==> src/hw/rtl/mkdb_pkg.sv <==
// Shared types and constants for the multi-key debouncer with short and long press events.
package mkdb_pkg;

  localparam int CFG_DATA_W = 32;
  localparam int CFG_ADDR_W = 4;
  localparam int HELD_W = 16;
  localparam int CNT_W = 4;
  localparam int FIELD_W = 3;

  localparam logic [HELD_W-1:0] HELD_MAX = 16'd60000;

  localparam logic [2:0] RST_ACTIVE_LEVELS = 3'd0;
  localparam logic [3:0] RST_DEBOUNCE_LIMIT = 4'd2;
  localparam logic [15:0] RST_LONG_PRESS_TICKS = 16'd100;

  localparam logic ACT_SCAN = 1'b0;
  localparam logic ACT_FETCH = 1'b1;

  localparam logic [FIELD_W-1:0] EVT_NONE = 3'd0;

  typedef enum logic [1:0] {
    REG_ACTIVE_LEVELS = 2'd0,
    REG_DEBOUNCE_LIMIT = 2'd1,
    REG_LONG_PRESS_TICKS = 2'd2
  } reg_idx_t;

  typedef struct packed {
    logic [2:0] active_levels;
    logic [CNT_W-1:0] debounce_limit;
    logic [HELD_W-1:0] long_press_ticks;
  } cfg_t;

  typedef struct packed {
    logic level;
    logic short_ev;
    logic long_ev;
  } key_status_t;

endpackage

==> src/hw/rtl/mkdb_cfg.sv <==
// Register file for the debouncer settings behind an APB-style port.
module mkdb_cfg (
  input  logic                            clk,
  input  logic                            rst_n,
  input  logic                            psel,
  input  logic                            penable,
  input  logic                            pwrite,
  input  logic [mkdb_pkg::CFG_ADDR_W-1:0] paddr,
  input  logic [mkdb_pkg::CFG_DATA_W-1:0] pwdata,
  output logic [mkdb_pkg::CFG_DATA_W-1:0] prdata,
  output logic                            pready,
  output mkdb_pkg::cfg_t                  cfg
);
  import mkdb_pkg::*;

  cfg_t     cfg_r;
  logic     wr_en;
  reg_idx_t idx;

  assign pready = 1'b1;
  assign wr_en = psel && penable && pwrite && pready;
  assign idx = reg_idx_t'(paddr[CFG_ADDR_W-1:2]);
  assign cfg = cfg_r;

  always_ff @(posedge clk) begin
    if (!rst_n) begin
      cfg_r.active_levels <= RST_ACTIVE_LEVELS;
      cfg_r.debounce_limit <= RST_DEBOUNCE_LIMIT;
      cfg_r.long_press_ticks <= RST_LONG_PRESS_TICKS;
    end else if (wr_en) begin
      case (idx)
        REG_ACTIVE_LEVELS: cfg_r.active_levels <= pwdata[2:0];
        REG_DEBOUNCE_LIMIT: cfg_r.debounce_limit <= pwdata[CNT_W-1:0];
        REG_LONG_PRESS_TICKS: cfg_r.long_press_ticks <= pwdata[HELD_W-1:0];
        default: ;
      endcase
    end
  end

  always_comb begin
    case (idx)
      REG_ACTIVE_LEVELS: prdata = {29'd0, cfg_r.active_levels};
      REG_DEBOUNCE_LIMIT: prdata = {28'd0, cfg_r.debounce_limit};
      REG_LONG_PRESS_TICKS: prdata = {16'd0, cfg_r.long_press_ticks};
      default: prdata = '0;
    endcase
  end

endmodule

==> src/hw/rtl/mkdb_key.sv <==
// Debounce and press-duration tracking for a single key.
module mkdb_key (
  input  logic                 clk,
  input  logic                 rst_n,
  input  logic                 step,
  input  logic                 pressed,
  input  mkdb_pkg::cfg_t       cfg,
  output mkdb_pkg::key_status_t status
);
  import mkdb_pkg::*;

  logic              samp_r, samp_nxt;
  logic              deb_r, deb_nxt;
  logic [CNT_W-1:0]  cnt_r, cnt_nxt;
  logic [HELD_W-1:0] held_r, held_nxt, held_mid;
  logic              ld_r, ld_nxt, ld_mid;
  logic              short_ev, long_ev;

  always_comb begin
    samp_nxt = samp_r;
    deb_nxt = deb_r;
    cnt_nxt = cnt_r;
    held_mid = held_r;
    ld_mid = ld_r;
    short_ev = 1'b0;
    if (pressed != samp_r) begin
      samp_nxt = pressed;
      cnt_nxt = '0;
    end else if (cnt_r < cfg.debounce_limit) begin
      cnt_nxt = cnt_r + 4'd1;
    end else if (deb_r != samp_r) begin
      deb_nxt = samp_r;
      if (samp_r) begin
        held_mid = '0;
        ld_mid = 1'b0;
      end else if (!ld_r && (held_r < cfg.long_press_ticks)) begin
        short_ev = 1'b1;
      end
    end

    held_nxt = held_mid;
    ld_nxt = ld_mid;
    long_ev = 1'b0;
    if (deb_nxt) begin
      if (held_mid < HELD_MAX) begin
        held_nxt = held_mid + 16'd1;
      end
      if (!ld_mid && (held_nxt >= cfg.long_press_ticks)) begin
        ld_nxt = 1'b1;
        long_ev = 1'b1;
      end
    end
  end

  always_ff @(posedge clk) begin
    if (!rst_n) begin
      samp_r <= 1'b0;
      deb_r <= 1'b0;
      cnt_r <= '0;
      held_r <= '0;
      ld_r <= 1'b0;
    end else if (step) begin
      samp_r <= samp_nxt;
      deb_r <= deb_nxt;
      cnt_r <= cnt_nxt;
      held_r <= held_nxt;
      ld_r <= ld_nxt;
    end
  end

  assign status.level = step ? deb_nxt : deb_r;
  assign status.short_ev = step && short_ev;
  assign status.long_ev = step && long_ev;

endmodule

==> src/hw/rtl/multi_key_debounce_short_long_press_core.sv <==
// Top level of the multi-key debouncer: input register, per-key units, event slot, result register.
// Each transfer on the input channel is one item: a scan tick carrying the raw pin levels, or a
// fetch that returns and clears the pending event. Every item produces exactly one result once it
// has passed through the input register and then the result register, and a new item can be
// taken in every cycle; the input side stalls only when both the input register and the result
// register are full and the result side stalls. All per-key work (debounce count, held tick
// count, event decision) and the event slot update happen in one pass of logic between those two
// registers. The user must write settings through the APB-style port only while the block is
// idle; the block itself does not enforce it.
module multi_key_debounce_short_long_press_core #(
  parameter int NUM_KEYS = 3
) (
  input  logic                            clk,
  input  logic                            rst_n,
  input  logic                            in_valid,
  output logic                            in_stall,
  input  logic                            in_action,
  input  logic [mkdb_pkg::FIELD_W-1:0]    in_pin_levels,
  output logic                            out_valid,
  input  logic                            out_stall,
  output logic [mkdb_pkg::FIELD_W-1:0]    out_event_code,
  output logic [mkdb_pkg::FIELD_W-1:0]    out_stable_keys,
  input  logic                            psel,
  input  logic                            penable,
  input  logic                            pwrite,
  input  logic [mkdb_pkg::CFG_ADDR_W-1:0] paddr,
  input  logic [mkdb_pkg::CFG_DATA_W-1:0] pwdata,
  output logic [mkdb_pkg::CFG_DATA_W-1:0] prdata,
  output logic                            pready
);
  import mkdb_pkg::*;

  cfg_t cfg;

  logic               in_valid_r;
  logic               action_r;
  logic [FIELD_W-1:0] pins_r;
  logic               out_valid_r;
  logic [FIELD_W-1:0] code_r, code_nxt;
  logic [FIELD_W-1:0] stable_r, stable_nxt;
  logic [FIELD_W-1:0] pending_r, pending_nxt;

  logic out_adv;
  logic in_load;
  logic work;
  logic scan;

  logic [NUM_KEYS+FIELD_W-1:0] pins_pad;
  logic [NUM_KEYS+FIELD_W-1:0] act_pad;
  logic [NUM_KEYS-1:0]         pressed;
  logic [NUM_KEYS-1:0]         level_vec;
  logic [NUM_KEYS+FIELD_W-1:0] level_pad;
  key_status_t                 status [NUM_KEYS];
  logic [FIELD_W-1:0]          evt_code;
  logic                        evt_found;

  mkdb_cfg u_cfg (
    .clk(clk),
    .rst_n(rst_n),
    .psel(psel),
    .penable(penable),
    .pwrite(pwrite),
    .paddr(paddr),
    .pwdata(pwdata),
    .prdata(prdata),
    .pready(pready),
    .cfg(cfg)
  );

  assign out_adv = !out_valid_r || !out_stall;
  assign in_load = !in_valid_r || out_adv;
  assign in_stall = !in_load;
  assign work = in_valid_r && out_adv;
  assign scan = work && (action_r == ACT_SCAN);

  assign pins_pad = {{NUM_KEYS{1'b0}}, pins_r};
  assign act_pad = {{NUM_KEYS{1'b0}}, cfg.active_levels};

  for (genvar k = 0; k < NUM_KEYS; k++) begin : g_key
    assign pressed[k] = (pins_pad[k] == act_pad[k]);

    mkdb_key u_key (
      .clk(clk),
      .rst_n(rst_n),
      .step(scan),
      .pressed(pressed[k]),
      .cfg(cfg),
      .status(status[k])
    );

    assign level_vec[k] = status[k].level;
  end

  always_comb begin
    evt_code = EVT_NONE;
    evt_found = 1'b0;
    for (int k = 0; k < NUM_KEYS; k++) begin
      if (!evt_found && status[k].short_ev) begin
        evt_code = FIELD_W'(2 * k + 1);
        evt_found = 1'b1;
      end else if (!evt_found && status[k].long_ev) begin
        evt_code = FIELD_W'(2 * k + 2);
        evt_found = 1'b1;
      end
    end
  end

  always_comb begin
    pending_nxt = pending_r;
    code_nxt = EVT_NONE;
    if (work && (action_r == ACT_FETCH)) begin
      code_nxt = pending_r;
      pending_nxt = EVT_NONE;
    end else if (scan && (pending_r == EVT_NONE) && evt_found) begin
      pending_nxt = evt_code;
    end
  end

  // The key units present their debounced levels as they stand after the current scan.
  assign level_pad = {{FIELD_W{1'b0}}, level_vec};
  assign stable_nxt = level_pad[FIELD_W-1:0];

  always_ff @(posedge clk) begin
    if (!rst_n) begin
      in_valid_r <= 1'b0;
      out_valid_r <= 1'b0;
      pending_r <= EVT_NONE;
    end else begin
      if (in_load) begin
        in_valid_r <= in_valid;
      end
      if (out_adv) begin
        out_valid_r <= in_valid_r;
      end
      pending_r <= pending_nxt;
    end
  end

  always_ff @(posedge clk) begin
    if (in_load && in_valid) begin
      action_r <= in_action;
      pins_r <= in_pin_levels;
    end
    if (work) begin
      code_r <= code_nxt;
      stable_r <= stable_nxt;
    end
  end

  assign out_valid = out_valid_r;
  assign out_event_code = code_r;
  assign out_stable_keys = stable_r;

  a_scan_gives_no_code : assert property (
    @(posedge clk) disable iff (!rst_n)
    (work && (action_r == ACT_SCAN)) |=> (out_event_code == EVT_NONE)
  ) else $error("scan item produced a nonzero event code");

  a_fetch_clears_slot : assert property (
    @(posedge clk) disable iff (!rst_n)
    (work && (action_r == ACT_FETCH)) |=> (pending_r == EVT_NONE)
  ) else $error("fetch did not clear the event slot");

  a_slot_holds_first : assert property (
    @(posedge clk) disable iff (!rst_n)
    ((pending_r != EVT_NONE) && !(work && (action_r == ACT_FETCH)))
      |=> (pending_r == $past(pending_r))
  ) else $error("pending event was overwritten");

  a_stall_only_when_full : assert property (
    @(posedge clk) disable iff (!rst_n)
    in_stall |-> (in_valid_r && out_valid_r && out_stall)
  ) else $error("input stalled while the pipeline had room");

endmodule
==> config.mk <==
export PLATFORM = sky130hd
export DESIGN_NAME = multi_key_debounce_short_long_press_core
export DESIGN_NICKNAME = d
export VERILOG_FILES = /design/src/hw/rtl/mkdb_pkg.sv /design/src/hw/rtl/mkdb_cfg.sv /design/src/hw/rtl/mkdb_key.sv /design/src/hw/rtl/multi_key_debounce_short_long_press_core.sv
export SDC_FILE = /design/constraint.sdc
export NUM_CORES = 1
export LEC_CHECK = 0
export BUFFER_PORTS_ARGS = -buffer_cell sky130_fd_sc_hd__buf_2
export CAP_MARGIN = 0
export CELL_PAD_IN_SITES_DETAIL_PLACEMENT = 0
export CELL_PAD_IN_SITES_GLOBAL_PLACEMENT = 1
export CORE_UTILIZATION = 25
export CTS_CLUSTER_DIAMETER = 30
export DETAILED_ROUTE_END_ITERATION = 10
export PLACE_DENSITY = 0.46
export SYNTH_ARGS = -nofsm -noshare
export SYNTH_HDL_FRONTEND = slang
export SYNTH_HIERARCHICAL = 1
export SYNTH_SLANG_ARGS = --single-unit
==> constraint.sdc <==
create_clock -name clk -period 6.5 [get_ports clk]
set_input_delay 0.65 -clock clk [delete_from_list [all_inputs] [get_ports clk]]
set_output_delay 0.65 -clock clk [all_outputs]
set_load 0.05 [all_outputs]
* After elaboration in Yosys (flattened, before gate mapping)
Cells that the tools add are included.
** Storage, ports and cells
- Bits in registers :: 107
- Latch bits :: 0
- Bits in writable memories :: 0
- ROM bits :: 0
- Bits of input ports :: 47
- Output and inout port bits :: 41
- Word-level logic and storage cells :: 200
- Memories kept :: 0
** Cells by class
- Add/subtract/negate cells :: 6
- Multipliers :: 0
- Divide/modulo/power cells :: 0
- Magnitude comparators :: 12
- Eq/ne operators :: 11
- Shift operators :: 0
- Mux-type cells :: 91
- Bitwise gates (word level) :: 2
- Reduce and logical (&&, ||, !) cells :: 53
** Operators with widths (count)
- two-way mux 16 bit :: 21
- two-way mux 1 bit :: 57
- adder 16 x 1 -> 16 bit (second input constant) :: 3
- greater-or-equal comparator 16 bit :: 3
- < comparator 16 bit :: 3
- < comparator 16 bit (second input constant) :: 3
- case mux 16 bit (3 select lines) :: 1
- logical AND 1 bit :: 24
- two-way mux 4 bit :: 6
- AND reduction 2 bit :: 9
- two-way mux 3 bit :: 5
- adder 4 x 1 -> 4 bit (second input constant) :: 3
- logical NOT 1 bit :: 12
- < comparator 4 bit :: 3
- != test 1 bit :: 6
- nonzero test 2 bit :: 3
- equality test 1 bit :: 3
- logical NOT 3 bit :: 1
- equality test 2 x 1 -> 1 bit (second input constant) :: 1
- equality test 2 bit (second input constant) :: 1
- logical NOT 2 bit :: 1
- logical OR 1 bit :: 2
- two-way mux 2 bit :: 1
- NOT 1 bit :: 2
- OR reduction 2 bit :: 1

* Logic depth before layout (Yosys ltp)
Gate-level depths: netlist of the first run.
- Depth in word-level cells :: 23
- Depth in mapped cells :: 24
- Gate-level depth less buffers :: 23

* By module
The synthesis of the first run kept the hierarchy.
** By module, submodules not included
- mkdb_key :: times used 3, cells each 299, area each 2384.8 µm², seq. area each 460.4 µm²
- mkdb_cfg :: times used 1, cells each 146, area each 1243.7 µm², seq. area each 460.4 µm²
- multi_key_debounce_short_long_press_core :: times used 1, cells each 48, area each 606.8 µm², seq. area each 400.4 µm²

* Worst setup path before layout of the first run
OpenSTA, ideal clock, no wires.
- Path type :: reg-to-reg
- Start :: reg u_cfg.cfg_r, in the netlist u_cfg/cfg[19]
- End :: reg pending_r[1]
- Arrival :: 4.414 ns
- Path slack :: 1.969 ns
- Cell stages (with the launch flop) :: 25
- Clock period less this slack :: 4.531 ns
- Cell sequence :: dfxtp_1 inv_1 ha_1 o211ai_2 o21a_2 or3_4 buf_6 and2_1 ha_1 nand2_1 a21oi_2 nand3_1 xor2_1 nor2_1 ha_1 a21o_1 a21o_1 a21oi_1 o21ai_0 a21oi_1 a211oi_1 or3_1 or4_4 a41oi_1 nor2_1
** RTL lines
- start, declared :: line mkdb_cfg.sv:16 : cfg_t cfg_r;
- end signal, assigned :: line multi_key_debounce_short_long_press_core.sv:135 : pending_r <= pending_nxt;
- end, declared :: line multi_key_debounce_short_long_press_core.sv:41 : logic [FIELD_W-1:0] pending_r, pending_nxt;

==> summary.txt, run 1 <==
Floorplanning
  • Cell row count: between 60 and 70
  • Die height: ~190 um
  • Core Region: ~35,000 um2
  • Die width: 191.8 um
  • Initial core utilization: 0.2538
  • I/O pin count: 88
  • Full die area: 36,780 um2

Routing
  • Vias/cell: 4.913
  • Via Count: ~7,700
  • DR DRC count: 0
  • ANT nets after route: 0
  • Drt pass-1 iters: 5
  • Initial DRC count: 376
  • DRT Wirelength: 28,230 um
  • WL per Instance: ~18 um

Global routing
  • All-Layer GR Usage: 0.1597
  • M1 GR Usage: 0.2140
  • Largest net degree at the start of global routing: 36
  • GRT busiest layer: met2
  • Grt total ovfl: 0
  • GRT met3 Usage: 0.02814
  • Vias in the first global route: 7,558
  • GR Util met2: 0.2631
  • Global-route wire length before repair: 44,640 um
  • Initial antenna violation count: 0

Power
  • VDD IR max: 127.9 uV
  • Comb pwr share: 0.089
  • Power per cell area: 142.5 nW/um2
  • Pleak: 4.064 nW
  • Psw: 0.0004265 W
  • Net Sw Frac: 0.3034
  • Tot Pwr: 0.001406 W
  • Reg power frac: 0.484
  • Pint: 0.0009793 W
  • Part of the power in the clock network: 0.427

Synthesis
  • Simple-gate share of the synthesized area: 0.2056
  • Adder-Cell Fraction of Synth Area: 0.1501
  • Synthesized area: 9005 um2
  • Synth Area in Compound Gates: 0.2334
  • Post-synth ARST share: 0
  • Syn_area_per_cell: 8.254 um2
  • Top FF cell, synth: dfxtp_1
  • Post-synthesis mux area share: 0.03154
  • Yosys warnings: 6
  • Number of synthesized register bits: 107
  • Synth Area in XOR/XNOR: 0.04669
  • EDFF count, synth: 10
  • Yosys cell types: 66
  • Seq/Total Area, Yosys: 0.2490
  • Main combinational cell family by area after synthesis: compound AO/OA/AOI/OAI gates
  • Post-Syn Instances: between 1,000 and 1,500

Clock tree
  • H-tree lvl count: 3
  • Worst-Skew Late Latency: roughly 390 ps
  • TritonCTS clock tree: built
  • Postcts setup bufs: 0
  • # clock sinks: 107
  • Number of gates resized after cts: 0
  • Hold_buf cts: 0
  • CTS buffer count: 9
  • Bufs on Longest Clock Path: 2
  • CTS Root Cell: clkbuf_16
  • CTS clk-pin slew, worst paths: 90 ps

Cells and area
  • Final Non-Filler Cells: 1,574
  • Share of cells above drive strength 1: 0.1393
  • Most common cell after layout, fill and taps aside: ha_1
  • Most frequent cells in the layout: 108 x ha_1, 97 x dfxtp_1, 87 x nand2_1
  • N_diodes: 0
  • Area delta synth->final: 9.587%
  • NumNets Final: 1,263

Worst setup path
  • Largest stage delay on the critical path: 440 ps
  • Startpoint Class: flip-flop
  • Worst endpoint required time: 6780 ps
  • Crit path DAT: approximately 5700 ps
  • Worst Setup End Kind: flip-flop
  • Crit-path slowest cell: dfxtp_1
  • Crit path cell chain: inv_1 -> ha_1 -> a21oi_1 -> o21a_2 -> or3_4 -> and2_1 -> ha_1 -> nand2_1 -> a21oi_2 -> nand3_1 -> xor2_1 -> nor2_1 -> ha_1 -> a21o_1 -> a21o_1 -> a21oi_1 -> o21ai_0 -> a21oi_1 -> a211oi_1 -> or3_1 -> or4_4 -> a41oi_1 -> nor2_1
  • R2R Setup Slk: 1130 ps
  • Critical path peak fanout: 12
  • Crit Path Class: flip-flop to flip-flop

Min path
  • Tightest Hold Check Type: input pin to flip-flop

Placed design
  • Post-DP HPWL: 21,070 um
  • Routability cong.: around 0.76
  • Post-Place Setup Slack: 1101 ps
  • IO buf count: 52
  • Cells after DPL: ~1,600

Run
  • Max cap viols: 0

STA
  • Fin crit share: 0.8268
  • Final Slew Violations: 0
  • Setup TNS: 0 ps
  • Max_slew headroom: 0.4076
  • Final hold viol count: 0
  • Clock period minus worst slack: 5374 ps
  • Post-route worst setup slack: approximately 1100 ps
  • Clk_skew: ~11 ps
  • RSZ-0062 raised after global routing: false
  • Maximum clock rate: 186.1 MHz
  • # setup viols final: 0
  • Worst-margin pin slew: roughly 900 ps

Outcome
  • Status: finished clean
==> cells by family after synthesis <==
family                     after synthesis
other                                    2
adders and majority gates              108
buffers and inverters                  151
AOI/OAI and AO/OA                      304
xor gates and xnor gates                48
DFF                                    107
and+or+nand+nor                        343
muxes                                   28
==> through the flow <==
step | util | area [um2] | hold WS (ps)
floorplan | - | 9061 | 455.3
global placement | 0.2695 | 9564 | 476.4
detailed placement | 0.2695 | 9564 | 486.2
CTS | 0.2781 | 9868 | 412.2
global route | 0.2781 | 9868 | 401.5
finish | 0.2781 | 9868 | 432.7
==> routing by layer <==
metal	vias up	part of all wire
li1	3937	-
met1	3705	0.49
met2	76	0.47
met3	15	0.022
met4	0	0.012
met5	-	0
==> critical path, delay by kind of cell, from the launching register on <==
kind | cells | cell delay [ps]
AO/OA/AOI/OAI | 10 | 2120
XOR/XNOR | 1 | 160
adder cells (fa/ha/maj) | 3 | 780
buffers and inverters | 1 | 70
flip-flops | 1 | 440
AND/OR/NAND/NOR | 8 | 1710
==> area by class of cell <==
cell class,instances,area [um2]
clock buffers,9,225.2
well taps,461,576.8
flip-flops and latches,107,2242
clock inverters,7,78.83
multi-input cells,848,6088
repair buffers,67,375.4
fillers,3858,25610
inverters,75,281.5
==> registers in the layout, indices dropped and copies added (netlist names) <==
register	count
action_r	1
g_key.u_key/cnt_r	12
g_key.u_key/deb_r	3
g_key.u_key/held_r	48
g_key.u_key/ld_r	3
g_key.u_key/samp_r	3
in_valid_r	1
out_event_code	3
out_stable_keys	3
out_valid	1
pending_r	3
pins_r	3
u_cfg/cfg	23
==> cell usage after synthesis (all sizes together), types with 9 or more instances <==
cell type	instances	area, um2
a31oi	15	138.9
buf	60	404.1
xnor2	15	131.4
ha	108	1351
nor3	21	120.1
nor2	80	307.8
o31ai	21	157.7
o221a	9	101.4
o211ai	34	270.3
a21oi	81	416.7
nand4	21	131.4
dfxtp	97	1942
and4	9	93.84
edfxtp	10	300.3
and3	13	90.08
clkbuf	16	60.06
a211oi	13	112.6
nand3	29	160.2
o21a	16	123.9
nand2	87	326.6
mux2i	25	250.2
inv	75	281.5
o21ai	60	322.8
xor2	33	289.0
or3	16	115.1
a21o	27	202.7
and2	26	170.2
nor2b	15	96.34
==> power by group through the flow <==
| stage | clock (W) | sequential, W | combinational (W) |
|---|---|---|---|
| global placement | 0 | 0.000697 | 0.000127 |
| floorplan | 0 | 0.000697 | 0.0000928 |
| global route | 0.000651 | 0.000682 | 0.000136 |
| CTS | 0.000628 | 0.000681 | 0.000127 |
| detailed placement | 0 | 0.000697 | 0.000126 |
| finish | 0.000600 | 0.000681 | 0.000125 |
==> worst paths after layout <==
kind | startpoint | cells after the start | to
worst max register to register | u_cfg/cfg[19]$_SDFFE_PN0P_ | 23 | pending_r[1]$_SDFFE_PP0P_
worst max-delay path | u_cfg/cfg[19]$_SDFFE_PN0P_ | 23 | pending_r[1]$_SDFFE_PP0P_
worst min register to register | u_cfg/cfg[21]$_SDFFE_PN0P_ | 2 | u_cfg/cfg[21]$_SDFFE_PN0P_
worst min-delay path | in_pin_levels[1] | 1 | pins_r[1]$_DFFE_PP_
(Power assumes the default switching activity.)
==> run 2: changes to the inputs <==
Settings changed: ABC_AREA set to 1, PLACE_DENSITY 0.46 to 0.48.
Clock period 6.5 ns to 5.2 ns, I/O delays scaled along.
==> run 2 against run 1 <==
- fmax increased by 18%
- setup slack got worse by 490 ps
- register-to-register slack got worse by 490 ps
- sequential cell count unchanged
- global-route usage increased by 0.28 points
- non-clock buffer count decreased by 9
- first-iteration DRC count decreased by 1.6%
- sequential power increased by 27%
- area after synthesis increased by 2.3%
==> summary.txt, run 2 <==
STA
  • Clock period minus worst slack: 4567 ps (-807.3 ps)
  • Worst-margin pin slew: 871.9 ps (-12.70 ps)
  • Post-route worst setup slack: 633.0 ps (-492.7 ps)
  • Setup TNS: 0 ps (unchanged)
  • Final Slew Violations: 0 (unchanged)
  • # setup viols final: 0 (unchanged)
  • Final hold viol count: 0 (unchanged)
  • Maximum clock rate: 219.0 MHz (+18%)
  • WHS: 308.1 ps (-124.6 ps)
  • Clk_skew: 9.729 ps (-0.8087 ps)
  • Max_slew headroom: 0.4134 (+0.005774)
  • RSZ-0062 raised after global routing: false
  • Fin crit share: 0.8783 (+0.05146)

Routing
  • Vias/cell: 4.432 (-9.8%)
  • DR DRC count: 0 (unchanged)
  • Drt pass-1 iters: 6 (+1)
  • Via Count: 8,358 (+8.1%)
  • WL per Instance: 15.63 um (-13%)
  • ANT nets after route: 0 (unchanged)
  • DRT Wirelength: 29,470 um (+4.4%)
  • Initial DRC count: 370 (-1.6%)

Outcome
  • Status: finished clean

Placed design
  • Post-Place Setup Slack: 623.6 ps (-477.0 ps)
  • Routability cong.: 0.7585 (-0.49%)
  • IO buf count: 52 (unchanged)
  • Post-DP HPWL: 22,120 um (+5.0%)

Cells and area
  • Final Core Density: 0.2816 (+0.003485)
  • Area of the multi-input gates: 5644 um2 (-7.3%)
  • Top reg by flops: g_key.u_key/held_r
  • Most common cell after layout, fill and taps aside: nand2_1
  • Max FFs per register: 48 (unchanged)
  • Fillers: 4,082 (+5.8%)
  • N_diodes: 0 (unchanged)
  • Area delta synth->final: 9.793%
  • Register area: 2242 um2 (unchanged)
  • Share of cells above drive strength 1: 0.1123 (-0.02698)
  • NumNets Final: 1,575 (+25%)
  • Most frequent cells in the layout: 273 x nand2_1, 261 x inv_1, 120 x nor2_1

Power
  • Pleak: 5.280 nW (+30%)
  • Tot Pwr: 0.001803 W (+28%)
  • Power per cell area: 178.3 nW/um2 (+25%)
  • VDD IR max: 153.4 uV (+20%)

Global routing
  • Initial antenna violation count: 0 (unchanged)
  • Global-route wire length before repair: 46,880 um (+5.0%)
  • Vias in the first global route: 8,240 (+9.0%)
  • All-Layer GR Usage: 0.1625 (+0.002753)
  • Grt total ovfl: 0 (unchanged)
  • Largest net degree at the start of global routing: 53 (+47%)

Worst setup path
  • Crit path buf inv count: 2 (+1)
  • Largest stage delay on the critical path: 500 ps (+60 ps)
  • Startpoint Class: flip-flop
  • Critical path peak fanout: 16 (+4)
  • Worst Setup End Kind: flip-flop
  • Most used cell, CP: nand2_1
  • R2R Setup Slk: 630 ps (-490 ps)
  • Worst path top cell family by delay: simple AND/OR/NAND/NOR gates
  • Crit path DAT: 4890 ps (-760 ps)
  • Crit-path slowest cell: dfxtp_1
  • Crit Path Class: flip-flop to flip-flop
  • Worst endpoint required time: 5530 ps (-1250 ps)

Floorplanning
  • Die height: 194.0 um (+1.1%)
  • Full die area: 37,620 um2 (+2.3%)
  • Core Region: 35,910 um2 (+1.2%)
  • Cell row count: 69 (unchanged)
  • I/O pin count: 88 (unchanged)
  • Die width: 194.0 um (+1.1%)
  • Initial core utilization: 0.2565 (+0.002698)

Clock tree
  • Worst-Skew Late Latency: 380 ps (about the same)
  • CTS clk-pin slew, worst paths: 90 ps (about the same)
  • Hold_buf cts: 0 (unchanged)
  • H-tree lvl count: 3 (unchanged)
  • CTS Root Cell: clkbuf_16
  • CTS buffer count: 9 (unchanged)
  • Postcts setup bufs: 0 (unchanged)
  • Bufs on Longest Clock Path: 2 (unchanged)
  • TritonCTS clock tree: built
  • Number of gates resized after cts: 0 (unchanged)
  • # clock sinks: 107 (unchanged)

Synthesis
  • Seq/Total Area, Yosys: 0.2434 (-0.005581)
  • EDFF count, synth: 10 (unchanged)
  • Top FF cell, synth: dfxtp_1
  • Yosys cell types: 40 (-39%)
  • Most frequent cells after synthesis: 273 x nand2_1, 261 x inv_1, 120 x nor2_1, 111 x nand3_1, 108 x ha_1
  • Number of synthesized register bits: 107 (unchanged)
  • Syn_area_per_cell: 6.656 um2 (-19%)
  • Dominant cells by area after synthesis: dfxtp_1 21%, ha_1 15%, nand2_1 11%
  • Area share of the largest cell type after synthesis: 0.2108 (-0.004833)
  • Synthesized area: 9211 um2 (+2.3%)
  • Most frequent cell after synthesis: nand2_1
  • Cell taking the most area after synthesis: dfxtp_1
  • Post-synth ARST share: 0 (unchanged)
  • Post-Syn Instances: 1,384 (+27%)
  • Yosys warnings: 6 (unchanged)

Run
  • Max cap viols: 0 (unchanged)

Min path
  • Tightest Hold Check Type: input pin to flip-flop
-- run 2: cell types whose count changed in the layout (fill, tap and decap cells not counted), moves of 16 or more --
| cell | delta |
|---|---|
| nand2_1 | +186 |
| nand3_1 | +85 |
| nor2_1 | +43 |
| inv_1 | +186 |
| inv_2 | +16 |
| a21o_1 | -24 |
| mux2i_1 | -25 |
| xor2_1 | -24 |
| o211ai_1 | -22 |
| o21ai_0 | +22 |
| and2_1 | -21 |
| o31ai_1 | -21 |
-- run 2: power by group --
group | internal [W] | switching [W]
logic | 0.0000476 | 0.000143
registers | 0.000844 | 0.0000188
clock network | 0.000344 | 0.000406
-- run 2: layout make-up --
| type | instances | area share |
|---|---|---|
| multi-input combinational | 967 | 0.5581 |
| sequential | 107 | 0.2217 |
| inverter | 277 | 0.1028 |
| tap | 461 | 0.05703 |
| timing repair buffer | 58 | 0.03019 |
| clock buffer | 9 | 0.02227 |
| clock inverter | 7 | 0.007918 |
-- run 2: path summary, 6_finish.rpt --
path	startpoint	end	cells past startpoint
worst max-delay path	u_cfg/cfg[17]$_SDFFE_PN1P_	pending_r[1]$_SDFFE_PP0P_	28
worst max register to register	u_cfg/cfg[17]$_SDFFE_PN1P_	pending_r[1]$_SDFFE_PP0P_	28
worst min-delay path	in_action	action_r$_DFFE_PP_	1
worst min register to register	pending_r[1]$_SDFFE_PP0P_	pending_r[1]$_SDFFE_PP0P_	2
-- run 2: layer usage --
layer | up-vias | global-route usage | routed length (um)
li1 | 4482 | - | -
met1 | 3769 | 0.2155 | 14580
met2 | 91 | 0.2749 | 13530
met3 | 16 | 0.02679 | 979
met4 | 0 | 0.03586 | 388
met5 | - | 0 | 0
-- run 2: cell families (layout without fill, tap and decap cells) --
kind of cell | Yosys count | after routing | share of synthesized area
other | 2 | 17 | 0.0008153
adders and majority gates | 108 | 108 | 0.1467
and+or+nand+nor | 619 | 619 | 0.3149
AOI/OAI and AO/OA | 202 | 202 | 0.1243
xor gates and xnor gates | 21 | 21 | 0.01997
DFF | 107 | 107 | 0.2434
buffers and inverters | 325 | 351 | 0.1500
-- run 2: metrics by stage --
step                      cell area, um2  std cells
after global placement              9808       1870
after CTS                          10110       1886
final                              10110       1886
after floorplan                     9268       1399
after detailed placement            9808       1870
after global routing               10110       1886
-- run 2: worst register-to-register path: cells and delay by family (launching register included) --
| family | cells | cell delay, ps |
|---|---|---|
| AOI/OAI and AO/OA | 1 | 370 |
| adders and majority gates | 3 | 760 |
| buffers and inverters | 2 | 150 |
| DFF | 1 | 500 |
| and+or+nand+nor | 22 | 2730 |
==> run 3: changes to the inputs <==
Settings changed: PLACE_DENSITY 0.48 to unset, PLACE_DENSITY_LB_ADDON set to 0.1.
==> run 3 against run 2 <==
- register-to-register slack about the same
- setup slack worse by 0.70 ps
- cell count up 0.11%
- critical path depth unchanged
- fmax about the same
- sequential share of layout area about the same
- combinational power about the same
- via count up 0.72%
- largest cell class unchanged
- cell area up 0.16%
- utilization about the same
- power up 0.27%
- critical endpoint unchanged
==> summary.txt, run 3 (synthesis results as in run 2) <==
Outcome
  • Status: finished clean

Clock tree
  • Worst-Skew Late Latency: 390 ps (about the same)
  • Number of gates resized after cts: 0 (unchanged)
  • TritonCTS clock tree: built
  • # clock sinks: 107 (unchanged)
  • Postcts setup bufs: 0 (unchanged)
  • CTS clk-pin slew, worst paths: 90 ps (about the same)
  • Hold_buf cts: 0 (unchanged)
  • CTS Root Cell: clkbuf_16
  • CTS buffer count: 9 (unchanged)
  • Bufs on Longest Clock Path: 2 (unchanged)
  • H-tree lvl count: 3 (unchanged)

Worst setup path
  • Most used cell, CP: nand2_1
  • Crit path DAT: 4890 ps (about the same)
  • Worst endpoint required time: 5520 ps (about the same)
  • Crit Path Class: flip-flop to flip-flop
  • Startpoint Class: flip-flop
  • Critical path peak fanout: 9 (-7)
  • Crit-path slowest cell: dfxtp_1
  • Largest stage delay on the critical path: 520 ps (+20 ps)
  • Worst Setup End Kind: flip-flop

STA
  • Maximum clock rate: 218.9 MHz (about the same)
  • Setup TNS: 0 ps (unchanged)
  • RSZ-0062 raised after global routing: false
  • Final Slew Violations: 0 (unchanged)
  • # setup viols final: 0 (unchanged)
  • Fin crit share: 0.8784 (about the same)
  • Max_slew headroom: 0.4088 (-0.004574)
  • Worst-margin pin slew: 886.8 ps (+14.90 ps)
  • WHS: 301.8 ps (-6.269 ps)
  • Final hold viol count: 0 (unchanged)
  • Clk_skew: 15.73 ps (+5.998 ps)
  • Clock period minus worst slack: 4568 ps (+0.6970 ps)

Floorplanning
  • Core Region: 35,910 um2 (unchanged)
  • Die height: 194.0 um (unchanged)
  • Cell row count: 69 (unchanged)
  • I/O pin count: 88 (unchanged)
  • Die width: 194.0 um (unchanged)
  • Initial core utilization: 0.2565 (unchanged)
  • Full die area: 37,620 um2 (unchanged)

Cells and area
  • Top reg by flops: g_key.u_key/held_r
  • Share of cells above drive strength 1: 0.1135 (+0.001244)
  • N_diodes: 0 (unchanged)
  • Max FFs per register: 48 (unchanged)
  • Most common cell after layout, fill and taps aside: nand2_1
  • Register area: 2242 um2 (unchanged)
  • Final Non-Filler Cells: 1,888 (+0.11%)
  • Area delta synth->final: 9.970%
  • Area of the multi-input gates: 5644 um2 (unchanged)
  • Fillers: 4,045 (-0.91%)
  • Most frequent cells in the layout: 273 x nand2_1, 261 x inv_1, 120 x nor2_1
  • NumNets Final: 1,577 (+0.13%)

Routing
  • ANT nets after route: 0 (unchanged)
  • Vias/cell: 4.459 (+0.61%)
  • Via Count: 8,418 (+0.72%)
  • DR DRC count: 0 (unchanged)
  • Initial DRC count: 483 (+31%)
  • Drt pass-1 iters: 6 (unchanged)
  • DRT Wirelength: 29,650 um (+0.60%)
  • WL per Instance: 15.70 um (+0.49%)

Global routing
  • Vias in the first global route: 8,145 (-1.2%)
  • Largest net degree at the start of global routing: 73 (+38%)
  • All-Layer GR Usage: 0.1609 (-0.001582)
  • Initial antenna violation count: 0 (unchanged)
  • Global-route wire length before repair: 46,430 um (-0.96%)
  • Grt total ovfl: 0 (unchanged)

Power
  • Tot Pwr: 0.001808 W (+0.27%)
  • Power per cell area: 178.5 nW/um2 (+0.11%)
  • Pleak: 5.285 nW (+0.11%)
  • VDD IR max: 161.4 uV (+5.2%)

Min path
  • Tightest Hold Check Type: input pin to flip-flop

Placed design
  • Post-DP HPWL: 22,050 um (-0.31%)
  • Routability cong.: 0.7634 (+0.65%)
  • Cells after DPL: 1,872 (+0.11%)
  • IO buf count: 52 (unchanged)

Run
  • Max cap viols: 0 (unchanged)
-- run 3: stage by stage --
step / utilization / area (um2) / setup slack [ps]
after CTS: 0.2821 / 10130 / 522.3
after detailed placement: 0.2735 / 9823 / 567.0
final: 0.2821 / 10130 / 632.3
after global placement: 0.2735 / 9823 / 609.5
after global routing: 0.2821 / 10130 / 161.5
after floorplan: - / 9268 / 1395
-- run 3: where the power goes --
group	switching (W)	total (W)	internal, W
combinational	0.000143	0.000191	0.0000485
sequential	0.0000192	0.000863	0.000844
clock	0.000411	0.000754	0.000343
total	0.000573	0.00181	0.00123
-- run 3: area by class of cell --
type                    instances  share of cell area
inverters                     277              0.1026
well taps                     461             0.05694
flip-flops and latches        107              0.2213
multi-input cells             967              0.5572
clock inverters                 7            0.008029
clock buffers                   9             0.02223
repair buffers                 60             0.03162
-- run 3: critical path, delay by kind of cell, from the launching register on --
family	cells	cell delay (ps)
AOI/OAI and AO/OA	1	340
adders and majority gates	3	760
buffers and inverters	2	150
DFF	1	520
and+or+nand+nor	22	2720
-- run 3: metal layers --
layer	share of wire	vias up	track usage
li1	-	4492	-
met1	0.51	3818	0.2233
met2	0.46	92	0.2625
met3	0.024	16	0.02661
met4	0.0088	0	0.02969
met5	0	-	0
-- run 3: final timing paths --
check                              startpoint                          endpoint  slack (ps)  depth (start not counted)
max                u_cfg/cfg[17]$_SDFFE_PN1P_         pending_r[1]$_SDFFE_PP0P_         630                         28
min                          in_pin_levels[0]               pins_r[0]$_DFFE_PP_         300                          1
max reg2reg        u_cfg/cfg[17]$_SDFFE_PN1P_         pending_r[1]$_SDFFE_PP0P_         630                         28
min reg2reg  g_key[0].u_key/ld_r$_SDFFE_PN0P_  g_key[0].u_key/ld_r$_SDFFE_PN0P_         500                          2
